[src/rtl/rtc_pkg.sv]
// Package for the calendar RTC: time record type, access codes, register offsets
// and the month-length helpers. Depends on nothing.
`default_nettype none

package rtc_pkg;

  // Current calendar time, as held in the clock registers.
  typedef struct packed {
    logic [11:0] year;
    logic [3:0]  month;
    logic [4:0]  day;
    logic [2:0]  weekday;
    logic [4:0]  hour;
    logic [5:0]  minute;
    logic [5:0]  second;
  } rtc_time_t;

  // Request kinds.
  localparam logic [1:0] MODE_READ  = 2'd0;
  localparam logic [1:0] MODE_WRITE = 2'd1;
  localparam logic [1:0] MODE_TICK  = 2'd2;

  // Register byte offsets.
  localparam logic [7:0] OFS_CLKDIV = 8'h00;
  localparam logic [7:0] OFS_SETUP0 = 8'h04;
  localparam logic [7:0] OFS_SETUP1 = 8'h08;
  localparam logic [7:0] OFS_CTRL   = 8'h0C;
  localparam logic [7:0] OFS_ALARM0 = 8'h10;
  localparam logic [7:0] OFS_ALARM1 = 8'h14;
  localparam logic [7:0] OFS_DATE   = 8'h18;
  localparam logic [7:0] OFS_TIME   = 8'h1C;
  localparam logic [7:0] OFS_INTR   = 8'h20;
  localparam logic [7:0] OFS_INTE   = 8'h24;
  localparam logic [7:0] OFS_INTF   = 8'h28;
  localparam logic [7:0] OFS_INTS   = 8'h2C;

  // Bit positions in the CTRL and alarm words.
  localparam int CTRL_EN_BIT   = 0;
  localparam int CTRL_LOAD_BIT = 4;
  localparam int AL_YEAR_BIT   = 26;
  localparam int AL_MONTH_BIT  = 25;
  localparam int AL_DAY_BIT    = 24;
  localparam int AL_WDAY_BIT   = 31;
  localparam int AL_HOUR_BIT   = 30;
  localparam int AL_MIN_BIT    = 29;
  localparam int AL_SEC_BIT    = 28;

  // Number of multiples of 100 that fit in a 12-bit year.
  localparam int NumCenturies = 4096 / 100 + 1;

  // True when the year is a whole multiple of 100 (compare against each one).
  function automatic logic is_century(input logic [11:0] y);
    logic hit;
    hit = 1'b0;
    for (int k = 0; k < NumCenturies; k++) begin
      if (y == 12'(k * 100)) begin
        hit = 1'b1;
      end
    end
    return hit;
  endfunction

  // Gregorian leap year: divisible by 4, and centuries only when divisible by 400.
  // A century is divisible by 400 exactly when it is divisible by 16.
  function automatic logic is_leap(input logic [11:0] y);
    return (y[1:0] == 2'd0) && (!is_century(y) || (y[3:0] == 4'd0));
  endfunction

  // Days in a month; a month outside one to twelve counts as 31 days.
  function automatic logic [4:0] month_days(input logic [11:0] y, input logic [3:0] m);
    logic [4:0] d;
    case (m) inside
      4'd4, 4'd6, 4'd9, 4'd11: d = 5'd30;
      4'd2:                    d = is_leap(y) ? 5'd29 : 5'd28;
      default:                 d = 5'd31;
    endcase
    return d;
  endfunction

endpackage

`default_nettype wire

[src/rtl/rtc_if.sv]
// Request and response channel interfaces of the calendar RTC.
// Plain valid/ready channels; depends on nothing.
`default_nettype none

interface rtc_req_if;
  logic        valid;
  logic        ready;
  logic [1:0]  mode;
  logic [7:0]  reg_offset;
  logic [31:0] write_data;

  modport source (output valid, mode, reg_offset, write_data, input ready);
  modport sink   (input valid, mode, reg_offset, write_data, output ready);
endinterface

interface rtc_rsp_if;
  logic        valid;
  logic        ready;
  logic [31:0] read_data;
  logic        irq_level;

  modport source (output valid, read_data, irq_level, input ready);
  modport sink   (input valid, read_data, irq_level, output ready);
endinterface

`default_nettype wire

[src/rtl/rtc_calendar.sv]
// One-second advance of the calendar: seconds through years with leap years.
// Depends on rtc_pkg.
`default_nettype none

module rtc_calendar (
  input  rtc_pkg::rtc_time_t time_i,
  output rtc_pkg::rtc_time_t time_o
);
  import rtc_pkg::*;

  logic [6:0] sec_inc;
  logic [6:0] min_inc;
  logic [5:0] hour_inc;
  logic [3:0] wday_inc;
  logic [5:0] day_inc;
  logic [4:0] month_inc;
  logic [4:0] month_len;

  assign sec_inc   = {1'b0, time_i.second} + 7'd1;
  assign min_inc   = {1'b0, time_i.minute} + 7'd1;
  assign hour_inc  = {1'b0, time_i.hour} + 6'd1;
  assign wday_inc  = {1'b0, time_i.weekday} + 4'd1;
  assign day_inc   = {1'b0, time_i.day} + 6'd1;
  assign month_inc = {1'b0, time_i.month} + 5'd1;
  assign month_len = month_days(time_i.year, time_i.month);

  // Ripple the carry upward; out-of-range seconds, minutes and hours roll to zero, days and months to one.
  always_comb begin
    time_o = time_i;
    if (sec_inc < 7'd60) begin
      time_o.second = sec_inc[5:0];
    end else begin
      time_o.second = '0;
      if (min_inc < 7'd60) begin
        time_o.minute = min_inc[5:0];
      end else begin
        time_o.minute = '0;
        if (hour_inc < 6'd24) begin
          time_o.hour = hour_inc[4:0];
        end else begin
          time_o.hour = '0;
          // Weekday advances modulo seven.
          time_o.weekday = (wday_inc >= 4'd7) ? 3'(wday_inc - 4'd7) : wday_inc[2:0];
          if (day_inc <= {1'b0, month_len}) begin
            time_o.day = day_inc[4:0];
          end else begin
            time_o.day = 5'd1;
            if (month_inc <= 5'd12) begin
              time_o.month = month_inc[3:0];
            end else begin
              time_o.month = 4'd1;
              time_o.year  = time_i.year + 12'd1;
            end
          end
        end
      end
    end
  end

endmodule

`default_nettype wire

[src/rtl/rtc_alarm.sv]
// Alarm compare: matches the time against the alarm words on the enabled fields.
// Depends on rtc_pkg.
`default_nettype none

module rtc_alarm (
  input  logic [31:0]        alarm_date_i,
  input  logic [31:0]        alarm_time_i,
  input  rtc_pkg::rtc_time_t time_i,
  output logic               match_o
);
  import rtc_pkg::*;

  logic armed;
  logic fields_ok;

  // The alarm is armed when at least one match bit is set.
  assign armed = alarm_date_i[AL_YEAR_BIT] | alarm_date_i[AL_MONTH_BIT] |
                 alarm_date_i[AL_DAY_BIT]  | alarm_time_i[AL_WDAY_BIT]  |
                 alarm_time_i[AL_HOUR_BIT] | alarm_time_i[AL_MIN_BIT]   |
                 alarm_time_i[AL_SEC_BIT];

  // Each enabled field must equal the current value.
  assign fields_ok =
      (!alarm_date_i[AL_YEAR_BIT]  || (alarm_date_i[23:12] == time_i.year))    &&
      (!alarm_date_i[AL_MONTH_BIT] || (alarm_date_i[11:8]  == time_i.month))   &&
      (!alarm_date_i[AL_DAY_BIT]   || (alarm_date_i[4:0]   == time_i.day))     &&
      (!alarm_time_i[AL_WDAY_BIT]  || (alarm_time_i[26:24] == time_i.weekday)) &&
      (!alarm_time_i[AL_HOUR_BIT]  || (alarm_time_i[20:16] == time_i.hour))    &&
      (!alarm_time_i[AL_MIN_BIT]   || (alarm_time_i[13:8]  == time_i.minute))  &&
      (!alarm_time_i[AL_SEC_BIT]   || (alarm_time_i[5:0]   == time_i.second));

  assign match_o = armed & fields_ok;

endmodule

`default_nettype wire

[src/rtl/calendar_rtc_with_alarm.sv]
// Calendar RTC with alarm. A request is registered, processed in one pass, and its
// response is registered: an accepted request passes through the request register and then
// the response register, which holds the response until the sink takes it.
// Throughput is one request per cycle while the response side takes results; the
// calendar carry chain and alarm compare sit between the request and response registers.
// Reset (asynchronous, active low) clears both valid flags, the register bank, the calendar
// and the interrupts; the request and response payload registers are not reset.
// Depends on rtc_pkg, rtc_if, rtc_calendar and rtc_alarm.
`default_nettype none

module calendar_rtc_with_alarm (
  input  logic       clk_i,
  input  logic       rst_ni,
  rtc_req_if.sink    req_i,
  rtc_rsp_if.source  rsp_o
);
  import rtc_pkg::*;

  // Request register.
  logic        in_valid_q, in_valid_d;
  logic [1:0]  in_mode_q;
  logic [7:0]  in_ofs_q;
  logic [31:0] in_data_q;

  // Response register.
  logic        out_valid_q, out_valid_d;
  logic [31:0] out_rdata_q, out_rdata_d;
  logic        out_irq_q, out_irq_d;

  // Block state.
  logic [31:0] div_limit_q, div_limit_d;
  logic [31:0] div_count_q, div_count_d;
  logic [31:0] setup_date_q, setup_date_d;
  logic [31:0] setup_time_q, setup_time_d;
  logic [31:0] alarm_date_q, alarm_date_d;
  logic [31:0] alarm_time_q, alarm_time_d;
  logic        clk_en_q, clk_en_d;
  rtc_time_t   time_q, time_d, time_inc;
  logic        raw_irq_q, raw_irq_d, raw_irq_pre;
  logic        irq_en_q, irq_en_d;
  logic        irq_force_q, irq_force_d;
  logic        was_match_q, was_match_d;

  logic        req_accept;
  logic        advance;
  logic        eval_en;
  logic        match;

  // Handshake: the request stage moves on when the response register is free.
  assign advance    = in_valid_q & (~out_valid_q | rsp_o.ready);
  assign req_i.ready = ~in_valid_q | advance;
  assign req_accept = req_i.valid & req_i.ready;

  assign in_valid_d  = req_accept ? 1'b1 : (advance ? 1'b0 : in_valid_q);
  assign out_valid_d = advance ? 1'b1 : ((out_valid_q & rsp_o.ready) ? 1'b0 : out_valid_q);

  assign rsp_o.valid     = out_valid_q;
  assign rsp_o.read_data = out_rdata_q;
  assign rsp_o.irq_level = out_irq_q;

  rtc_calendar u_calendar (
    .time_i (time_q),
    .time_o (time_inc)
  );

  rtc_alarm u_alarm (
    .alarm_date_i (alarm_date_d),
    .alarm_time_i (alarm_time_d),
    .time_i       (time_d),
    .match_o      (match)
  );

  // Register writes and ticks.
  always_comb begin
    div_limit_d  = div_limit_q;
    div_count_d  = div_count_q;
    setup_date_d = setup_date_q;
    setup_time_d = setup_time_q;
    alarm_date_d = alarm_date_q;
    alarm_time_d = alarm_time_q;
    clk_en_d     = clk_en_q;
    time_d       = time_q;
    raw_irq_pre  = raw_irq_q;
    irq_en_d     = irq_en_q;
    irq_force_d  = irq_force_q;
    eval_en      = 1'b0;
    case (in_mode_q)
      MODE_WRITE: begin
        eval_en = 1'b1;
        case (in_ofs_q)
          OFS_CLKDIV: div_limit_d  = in_data_q;
          OFS_SETUP0: setup_date_d = in_data_q;
          OFS_SETUP1: setup_time_d = in_data_q;
          OFS_CTRL: begin
            clk_en_d = in_data_q[CTRL_EN_BIT];
            if (in_data_q[CTRL_LOAD_BIT]) begin
              time_d.year    = setup_date_q[23:12];
              time_d.month   = setup_date_q[11:8];
              time_d.day     = setup_date_q[4:0];
              time_d.weekday = setup_time_q[26:24];
              time_d.hour    = setup_time_q[20:16];
              time_d.minute  = setup_time_q[13:8];
              time_d.second  = setup_time_q[5:0];
              div_count_d    = '0;
            end
          end
          OFS_ALARM0: begin
            alarm_date_d = in_data_q;
            raw_irq_pre  = 1'b0;
          end
          OFS_ALARM1: begin
            alarm_time_d = in_data_q;
            raw_irq_pre  = 1'b0;
          end
          OFS_INTR: begin
            if (in_data_q[0]) begin
              raw_irq_pre = 1'b0;
            end
          end
          OFS_INTE: irq_en_d    = in_data_q[0];
          OFS_INTF: irq_force_d = in_data_q[0];
          default: ;
        endcase
      end
      MODE_TICK: begin
        if (clk_en_q) begin
          // Divided tick once the count reaches the limit.
          if (div_count_q >= div_limit_q) begin
            div_count_d = '0;
            time_d      = time_inc;
            eval_en     = 1'b1;
          end else begin
            div_count_d = div_count_q + 32'd1;
          end
        end
      end
      default: ;
    endcase
  end

  // Alarm edge detect on the updated state.
  assign raw_irq_d   = raw_irq_pre | (eval_en & match & ~was_match_q);
  assign was_match_d = eval_en ? match : was_match_q;

  // Read data from the state before the request, and the interrupt line after it.
  always_comb begin
    out_rdata_d = '0;
    if (in_mode_q == MODE_READ) begin
      case (in_ofs_q)
        OFS_CLKDIV: out_rdata_d = div_limit_q;
        OFS_SETUP0: out_rdata_d = setup_date_q;
        OFS_SETUP1: out_rdata_d = setup_time_q;
        OFS_CTRL:   out_rdata_d = {30'd0, clk_en_q, clk_en_q};
        OFS_ALARM0: out_rdata_d = alarm_date_q;
        OFS_ALARM1: out_rdata_d = alarm_time_q;
        OFS_DATE:   out_rdata_d = {8'd0, time_q.year, time_q.month, 3'd0, time_q.day};
        OFS_TIME:   out_rdata_d = {5'd0, time_q.weekday, 3'd0, time_q.hour,
                                   2'd0, time_q.minute, 2'd0, time_q.second};
        OFS_INTR:   out_rdata_d = {31'd0, raw_irq_q};
        OFS_INTE:   out_rdata_d = {31'd0, irq_en_q};
        OFS_INTF:   out_rdata_d = {31'd0, irq_force_q};
        OFS_INTS:   out_rdata_d = {31'd0, (raw_irq_q | irq_force_q) & irq_en_q};
        default:    out_rdata_d = '0;
      endcase
    end
  end

  assign out_irq_d = (raw_irq_d | irq_force_d) & irq_en_d;

  // Handshake registers.
  always_ff @(posedge clk_i or negedge rst_ni) begin
    if (!rst_ni) begin
      in_valid_q  <= 1'b0;
      out_valid_q <= 1'b0;
    end else begin
      in_valid_q  <= in_valid_d;
      out_valid_q <= out_valid_d;
    end
  end

  // Request and response payload.
  always_ff @(posedge clk_i) begin
    if (req_accept) begin
      in_mode_q <= req_i.mode;
      in_ofs_q  <= req_i.reg_offset;
      in_data_q <= req_i.write_data;
    end
    if (advance) begin
      out_rdata_q <= out_rdata_d;
      out_irq_q   <= out_irq_d;
    end
  end

  // Block state, updated once per processed request.
  always_ff @(posedge clk_i or negedge rst_ni) begin
    if (!rst_ni) begin
      div_limit_q  <= '0;
      div_count_q  <= '0;
      setup_date_q <= '0;
      setup_time_q <= '0;
      alarm_date_q <= '0;
      alarm_time_q <= '0;
      clk_en_q     <= 1'b0;
      time_q       <= '0;
      raw_irq_q    <= 1'b0;
      irq_en_q     <= 1'b0;
      irq_force_q  <= 1'b0;
      was_match_q  <= 1'b0;
    end else if (advance) begin
      div_limit_q  <= div_limit_d;
      div_count_q  <= div_count_d;
      setup_date_q <= setup_date_d;
      setup_time_q <= setup_time_d;
      alarm_date_q <= alarm_date_d;
      alarm_time_q <= alarm_time_d;
      clk_en_q     <= clk_en_d;
      time_q       <= time_d;
      raw_irq_q    <= raw_irq_d;
      irq_en_q     <= irq_en_d;
      irq_force_q  <= irq_force_d;
      was_match_q  <= was_match_d;
    end
  end

endmodule

`default_nettype wire

[src/flat_wrapper.sv]
// flat-port wrapper written by rule: the top's interface ports become plain ports
module calendar_rtc_with_alarm_flat import rtc_pkg::*;
  (clk_i, rst_ni, req_i_valid, req_i_mode, req_i_reg_offset, req_i_write_data, req_i_ready, rsp_o_valid, rsp_o_read_data, rsp_o_irq_level, rsp_o_ready);
  rtc_req_if req_i_i ();
  rtc_rsp_if rsp_o_i ();
  input  logic clk_i;
  input  logic rst_ni;
  input wire logic [$bits(req_i_i.valid)-1:0] req_i_valid;
  input wire logic [$bits(req_i_i.mode)-1:0] req_i_mode;
  input wire logic [$bits(req_i_i.reg_offset)-1:0] req_i_reg_offset;
  input wire logic [$bits(req_i_i.write_data)-1:0] req_i_write_data;
  output wire logic [$bits(req_i_i.ready)-1:0] req_i_ready;
  output wire logic [$bits(rsp_o_i.valid)-1:0] rsp_o_valid;
  output wire logic [$bits(rsp_o_i.read_data)-1:0] rsp_o_read_data;
  output wire logic [$bits(rsp_o_i.irq_level)-1:0] rsp_o_irq_level;
  input wire logic [$bits(rsp_o_i.ready)-1:0] rsp_o_ready;
  assign req_i_i.valid = req_i_valid;
  assign req_i_i.mode = req_i_mode;
  assign req_i_i.reg_offset = req_i_reg_offset;
  assign req_i_i.write_data = req_i_write_data;
  assign req_i_ready = req_i_i.ready;
  assign rsp_o_valid = rsp_o_i.valid;
  assign rsp_o_read_data = rsp_o_i.read_data;
  assign rsp_o_irq_level = rsp_o_i.irq_level;
  assign rsp_o_i.ready = rsp_o_ready;
  calendar_rtc_with_alarm u_core (.clk_i(clk_i), .rst_ni(rst_ni), .req_i(req_i_i), .rsp_o(rsp_o_i));
endmodule
[config.mk]
export PLATFORM = sky130hd
export DESIGN_NAME = calendar_rtc_with_alarm_flat
export DESIGN_NICKNAME = d
export VERILOG_FILES = /design/src/rtl/rtc_pkg.sv /design/src/rtl/rtc_if.sv /design/src/rtl/rtc_calendar.sv /design/src/rtl/rtc_alarm.sv /design/src/rtl/calendar_rtc_with_alarm.sv /design/src/flat_wrapper.sv
export SDC_FILE = /design/constraint.sdc
export NUM_CORES = 1
export LEC_CHECK = 0
export BUFFER_PORTS_ARGS = -buffer_cell sky130_fd_sc_hd__buf_4
export CORE_MARGIN = 2
export CORE_UTILIZATION = 49
export DETAILED_ROUTE_END_ITERATION = 10
export PLACE_DENSITY = 0.66
export RECOVER_POWER = 50
export SYNTH_ARGS = -nofsm -noshare
export SYNTH_HDL_FRONTEND = slang
export SYNTH_SLANG_ARGS = --single-unit
[constraint.sdc]
create_clock -name clk_i -period 7 [get_ports clk_i]
set_input_delay 1.4 -clock clk_i [delete_from_list [all_inputs] [get_ports clk_i]]
set_output_delay 1.4 -clock clk_i [all_outputs]
set_load 0.01 [all_outputs]
# ---- Word level (Yosys, flattened, before mapping)
# Index checks and enable logic that the tools add are counted.
# Widths: inputs -> output; s select.
dict set report totals {
  ff_bits 315
  in_bits 46
  out_inout_bits 35
  word_cells 260
}
dict set report classes {
  addsub 9
  order_cmp 7
  eq_ne 68
  mux 86
  n_bitwise 22
  reduce_logical 41
}
# operator n
set ops {}
lappend ops {{$pmux 32 s12} 1}
lappend ops {{$eq 12x12->1 const B} 20}
lappend ops {{$mux 32} 6}
lappend ops {{$mux 41} 4}
lappend ops {{$eq 12x11->1 const B} 10}
lappend ops {{$pmux 41 s2} 1}
lappend ops {{$pmux 32 s2} 1}
lappend ops {{$eq 12x10->1 const B} 5}
lappend ops {{$mux 1} 56}
lappend ops {{$mux 27} 2}
lappend ops {{$eq 12x9->1 const B} 3}
lappend ops {{$mux 35} 1}
lappend ops {{$add 32x1->32 const B} 1}
lappend ops {{$eq 8x5->1 const B} 4}
lappend ops {{$eq 8x6->1 const B} 4}
lappend ops {{$ge 32x32->1} 1}
lappend ops {{$mux 29} 1}
lappend ops {{$mux 24} 1}
lappend ops {{$reduce_and 3->1} 6}
lappend ops {{$eq 8x4->1 const B} 2}
lappend ops {{$mux 16} 1}
lappend ops {{$add 6x1->7 const B} 2}
lappend ops {{$lt 7x6->1 const B} 2}
lappend ops {{$add 12x1->12 const B} 1}
lappend ops {{other kinds (44)} 97}

# ---- Logic depth before layout (Yosys ltp)
dict set report logic_depth {
  ltp_word 72
  ltp_mapped 29
  ltp_nobuf 26
}

# ---- Hierarchy
# From an unflattened synthesis, not the netlist that was laid out.
dict set report unflattened {
  cells_unflattened 1963
  area_unflattened_um2 19489.9
}
# mod instances cells_each area_each_um2 seq_area_each_um2
set by_module_without_submodules {}
lappend by_module_without_submodules {calendar_rtc_with_alarm 1 1590 16915.0 8257.9}
lappend by_module_without_submodules {rtc_calendar 1 312 2090.8 0.0}
lappend by_module_without_submodules {rtc_alarm 1 61 484.2 0.0}

# ---- Least setup slack after synthesis
# OpenSTA, ideal clock, no wires.
dict set report synth_timing {
  path_kind {register to register}
  start {register u_core.time_q[29] in the netlist's numbering}
  end {register u_core.out_irq_q, in the netlist u_core.rsp_o.irq_level (data pin)}
  setup_ns 0.180
  arrival_ns 5.496
  t_required_ns 6.820
  slack_ns 1.324
  path_stages_with_launch 28
  path_buffers 2
  period_less_slack_ns 5.676
  path_cell_list {dfrtp_1 > clkbuf_1 > inv_1 > ha_1 > clkbuf_1 > nor2b_1 > nand4_1 > o32ai_1 > a21oi_1 > mux4_2 > nor2_1 > a31oi_1 > o21a_1 > o21ai_0 > o21ai_0 > ha_1 > nor2b_1 > o21a_1 > and4_1 > o2111a_1 > o211ai_1 > o21ai_0 > nand3_1 > xnor2_1 > a41oi_1 > or3_1 > or3_1 > o41ai_2}
}
dict set report synth_between {
  elab_chain_cells 72
  word_cells_on_any_way 123
  cone_classes {add/sub (1); order compare (1); eq/ne (43); mux (57); bitwise (6); reduce/logical (15)}
}
# element line_no
set synth_lines {}
lappend synth_lines {{start, declared} calendar_rtc_with_alarm.sv:38} ;# rtc_time_t time_q, time_d, time_inc;
lappend synth_lines {{start signal, assigned} calendar_rtc_with_alarm.sv:217} ;# time_q <= time_d;
lappend synth_lines {{$logic_not 12->1} rtc_pkg.sv:56} ;# if (y == 12'(k * 100)) begin
lappend synth_lines {{$mux 1 (41 in a row)} rtc_pkg.sv:56}
lappend synth_lines {{$mux 1 (2 in a row)} rtc_pkg.sv:72} ;# case (m) inside
lappend synth_lines {{$logic_not 1->1} rtc_pkg.sv:66} ;# return (y[1:0] == 2'd0) && (!is_century(y) || (y[3:0] == 4'd0));
lappend synth_lines {{$logic_or 1x1->1} rtc_pkg.sv:66}
lappend synth_lines {{$logic_and 1x1->1} rtc_pkg.sv:66}
lappend synth_lines {{$mux 1} rtc_pkg.sv:74} ;# 4'd2: d = is_leap(y) ? 5'd29 : 5'd28;
lappend synth_lines {{$mux 2 (2 in a row)} rtc_pkg.sv:72}
lappend synth_lines {{(+14 left out)} n/a}
lappend synth_lines {{$logic_and 1x1->1 *} rtc_alarm.sv:28} ;# (!alarm_time_i[AL_HOUR_BIT] || (alarm_time_i[20:16] == time_i.hour)) &&
lappend synth_lines {{$logic_and 1x1->1 *} rtc_alarm.sv:29} ;# (!alarm_time_i[AL_MIN_BIT] || (alarm_time_i[13:8] == time_i.minute)) &&
lappend synth_lines {{$and 1x1->1 *} rtc_alarm.sv:32} ;# assign match_o = armed & fields_ok;
lappend synth_lines {{$and 1x1->1 * (2 in a row)} calendar_rtc_with_alarm.sv:142} ;# assign raw_irq_d = raw_irq_pre | (eval_en & match & ~was_match_q);
lappend synth_lines {{$or 1x1->1 *} calendar_rtc_with_alarm.sv:142}
lappend synth_lines {{$or 1x1->1 *} calendar_rtc_with_alarm.sv:168} ;# assign out_irq_d = (raw_irq_d | irq_force_d) & irq_en_d;
lappend synth_lines {{$and 1x1->1 *} calendar_rtc_with_alarm.sv:168}
lappend synth_lines {{net u_core.out_irq_d} calendar_rtc_with_alarm.sv:28} ;# logic out_irq_q, out_irq_d;
lappend synth_lines {{end signal, assigned} calendar_rtc_with_alarm.sv:190} ;# out_irq_q <= out_irq_d;
lappend synth_lines {{end, declared} calendar_rtc_with_alarm.sv:28}
# The timed path passes the listed nets; every way through them passes the cells marked *. The select of a mux whose other input is x is not followed.
# A chain may end at the register's enable or synchronous reset.

# ---- Final worst setup path
# Ends and elaborated chain as after synthesis.

==> metrics.csv <==
stage,metric,value,unit
cts,Max clock buf depth,3,
cts,Num CTS Buffers,36,
worst_setup_path,Critical Path AT,6.83,ns
die,DIE HEIGHT,203.3,um
timing,final setup fails,0,
cts,root buf cell,clkbuf_16,
placed_design,Inst Count DP,2569,
die,Die ar.,41340,um2
global_routing,global route overflow,0,
run_status,status,finished with violations,
power_and_ir_drop,PwrDens,215.7,nW/um2
routing,final wirelength,72.06,mm
timing,worst slew pin tran,4.587,ns
final_layout,"Cell Count, Final, Fillers Out",2635,
global_routing,largest net degree at the start of global routing,165,
synthesis,Synth Instances,2054,
routing,DR pass1 iterations,9,
synthesis,Post-synth EDFFs,75,
cts,H-tree levels,2,
placed_design,Placer Congestion,0.9850,
global_routing,first-pass GRT wire length,108.1,mm
timing,Final period util,92.29,%
timing,Max Fclk,154.8,MHz
synthesis,post-synth cell types,88,
synthesis,synthesized area per cell,9.478,um2
timing,post-layout min period,6.460,ns
worst_setup_path,Setup crit start,u_core.time_q[29]$_DFFE_PN0P_,
worst_setup_path,r2r setup slk,0.54,ns
power_and_ir_drop,part of the power in registers,45.5,%
synthesis,register area share after synthesis,42.42,%
die,I/O pins,81,
timing,Fin Clk Skew,0.01421,ns
synthesis,register bit total from synthesis,315,
routing,Post-DRT Antenna Nets,0,
power_and_ir_drop,Comb power frac,13.4,%
worst_setup_path,Critical Path Start Type,register,
power_and_ir_drop,Switch Pwr,1.390,mW
timing,Final Max Tran Viols,195,
synthesis,Post-synth top flop,dfrtp_1,
placed_design,Port-buffer cells,80,
die,die width,203.3,um
worst_setup_path,kind of critical path,reg2reg,
power_and_ir_drop,P_leak,9.154,nW
cts,Worst-path clk slew,0.06,ns
final_layout,most frequent cells in the layout,"dfrtp_1, nand2_1, mux2_2",
die,Rows,73,
cts,total setup buffers inserted after CTS,0,
timing,RSZ-0062 raised after global routing,false,
routing,DR vias/cell,6.783,
die,Core Region,39460,um2
power_and_ir_drop,sw frac,29.46,%
timing,Final Hold Vio Count,0,
worst_setup_path,r2r startpoint,u_core.time_q[29]$_DFFE_PN0P_,
routing,DRC,0,
synthesis,yosys warns,0,
placed_design,DP Wirelength,49.04,mm
power_and_ir_drop,peak supply drop,0.2329,mV
power_and_ir_drop,clock power share,41.2,%
cts,hold buffer count at CTS,0,
worst_setup_path,slowest stage cell on the critical path,dfrtp_1,
final_layout,Area Growth Syn to Fin,12.31,%
job,Max-cap violations,5,
worst_setup_path,max incr delay on CP,0.51,ns
timing,Final WS setup,0.5396,ns
die,Initial Utilization,49.34,%
routing,Initial DRC Count,2372,
timing,setup TNS,0,ns
timing,relative slew slack,-205.8,%
cts,clk sink count,315,
global_routing,initial antenna violation count,4,
worst_setup_path,CP Capture Type,register,
routing,via count,17870,
synthesis,ys async rst share,76.19,%
final_layout,"commonest non-fill, non-tap cell in the layout",dfrtp_1,
hold_path,Hold Crit Class,reg2reg,
synthesis,synthesized area,19470,um2
cts,clock latency on the worst-skew pair,0.56,ns
hold_path,hold path start,u_core.in_valid_q$_DFFE_PN0P_,
worst_setup_path,data required time of the critical path,7.37,ns
final_layout,fill count,3523,
worst_setup_path,critical path peak fanout,11,
final_layout,layout cells sized above 1,17.97,%
run_status,failing checks,"capacitance limit, slew limit",
global_routing,vias in the first global route,17060,
synthesis,Syn Nets,2150,
routing,DR WL/cell,27.35,um
cts,CTS tree,yes,
power_and_ir_drop,internal power,3.326,mW
power_and_ir_drop,Pwr Total,4.716,mW
global_routing,Tot GR Track Use,34.82,%
placed_design,pre-CTS WS,0.3872,ns
final_layout,Nets,2178,
[sequential cells by signal, indices dropped and copies added (netlist names)]
name,flops
u_core.rsp_o.valid,1
u_core.in_ofs_q,8
u_core.alarm_time_q,32
u_core.irq_force_q,1
u_core.was_match_q,1
u_core.rsp_o.irq_level,1
u_core.in_data_q,32
u_core.time_q,41
u_core.clk_en_q,1
u_core.rsp_o.read_data,32
u_core.raw_irq_q,1
u_core.div_limit_q,32
u_core.setup_date_q,32
u_core.setup_time_q,32
u_core.in_valid_q,1
u_core.alarm_date_q,32
u_core.div_count_q,32
u_core.in_mode_q,2
u_core.irq_en_q,1
[power by group through the flow]
stage | clock network, mW | logic (mW) | registers, mW
finish | 1.94 | 0.631 | 2.14
global route | 2.04 | 0.686 | 2.15
CTS | 1.97 | 0.621 | 2.13
detailed placement | 0 | 0.618 | 2.16
global placement | 0 | 0.612 | 2.16
floorplan | 0 | 0.447 | 2.06
[Yosys cell counts (6+ instances only)]
cell type	count	share of area (%)
dfrtp_1	240	31
nand2_1	235	4.5
mux2_2	148	8.6
clkbuf_1	135	2.6
nor2_1	134	2.6
o21ai_0	126	3.2
a21oi_1	105	2.7
edfxtp_1	75	12
inv_1	66	1.3
mux2i_1	60	3.1
nand3_1	58	1.5
a22oi_1	57	2.2
nor3_1	55	1.4
ha_1	50	3.2
a31oi_1	48	1.5
a222oi_1	35	1.8
xnor2_1	35	1.6
nand4_1	32	1.0
xor2_1	22	0.99
nor4_1	17	0.55
and3_1	15	0.48
o31ai_1	15	0.58
a21o_1	14	0.54
or3_1	14	0.45
a211oi_1	13	0.50
a41oi_1	13	0.58
o211ai_1	12	0.46
a22o_1	11	0.49
nand2b_1	11	0.35
o22ai_1	11	0.35
and2_1	10	0.32
buf_1	10	0.19
o2111ai_1	10	0.45
o221ai_1	10	0.45
o21a_1	8	0.31
and4_1	7	0.31
or4_1	7	0.27
a2111oi_0	6	0.27
a311oi_1	6	0.27
buf_2	6	0.15
or2_2	6	0.19
[metrics by stage]
stage | hold WS, ns | utilization [%] | area [um2]
5_1_grt | 0.5163 | 55.41 | 21860
6_report | 0.4826 | 55.42 | 21870
4_1_cts | 0.4842 | 55.49 | 21890
3_3_place_gp | 0.4612 | 52.48 | 20710
3_5_place_dp | 0.4761 | 52.48 | 20710
2_1_floorplan | 0.4485 | - | 19470
[worst max-delay path: cells and delay by family, from the launching register on]
family,cells,cell delay [ns]
buf+inv,1,0.16
compound gates,12,2.31
mux,1,0.47
fa+ha+maj,2,0.54
flops,1,0.51
simple gates,8,2.11
xor+xnor,1,0.17
[final cells by class]
| cell class | instances | area (um2) | area share (%) |
|---|---|---|---|
| antenna | 1 | 2.502 | 0.01144 |
| clock buffer | 48 | 975.9 | 4.463 |
| clock inverter | 17 | 211.5 | 0.9670 |
| inverter | 67 | 251.5 | 1.150 |
| multi-input combinational | 1518 | 10440 | 47.74 |
| sequential | 315 | 8259 | 37.77 |
| tap | 525 | 656.9 | 3.004 |
| timing repair buffer | 144 | 1070 | 4.892 |
[timing repair]
item	CTS	global route
resized for setup	0	5
setup endpoints to repair	0	3
endpoints found under the hold margin	0	0
[cells by family after synthesis]
logic type	count (synthesis)	synth area share, %
AO/OA/AOI/OAI	570	20.23
XOR/XNOR	57	2.564
adder cells (fa/ha/maj)	50	3.213
buffers and inverters	221	4.396
flip-flops	315	42.42
multiplexers	210	11.88
AND/OR/NAND/NOR	631	15.30
[final timing paths]
check	cells past startpoint	endpoint
max	25	u_core.rsp_o.irq_level$_DFFE_PP_
min	1	u_core.rsp_o.valid$_DFFE_PN0P_
max reg2reg	25	u_core.rsp_o.irq_level$_DFFE_PP_
min reg2reg	1	u_core.rsp_o.valid$_DFFE_PN0P_
max in group asynchronous	1	u_core.time_q[4]$_DFFE_PN0P_
min in group asynchronous	1	u_core.alarm_time_q[6]$_DFFE_PN0P_
[metal layers]
layer / global-route usage [%] / part of all wire, % / vias to the layer above
li1: - / - / 7783
met1: 48.15 / 40 / 8719
met2: 51.76 / 43 / 1137
met3: 8.006 / 12 / 233
met4: 16.55 / 4.8 / 0
met5: 0 / 0 / -
(Power assumes the default switching activity.)
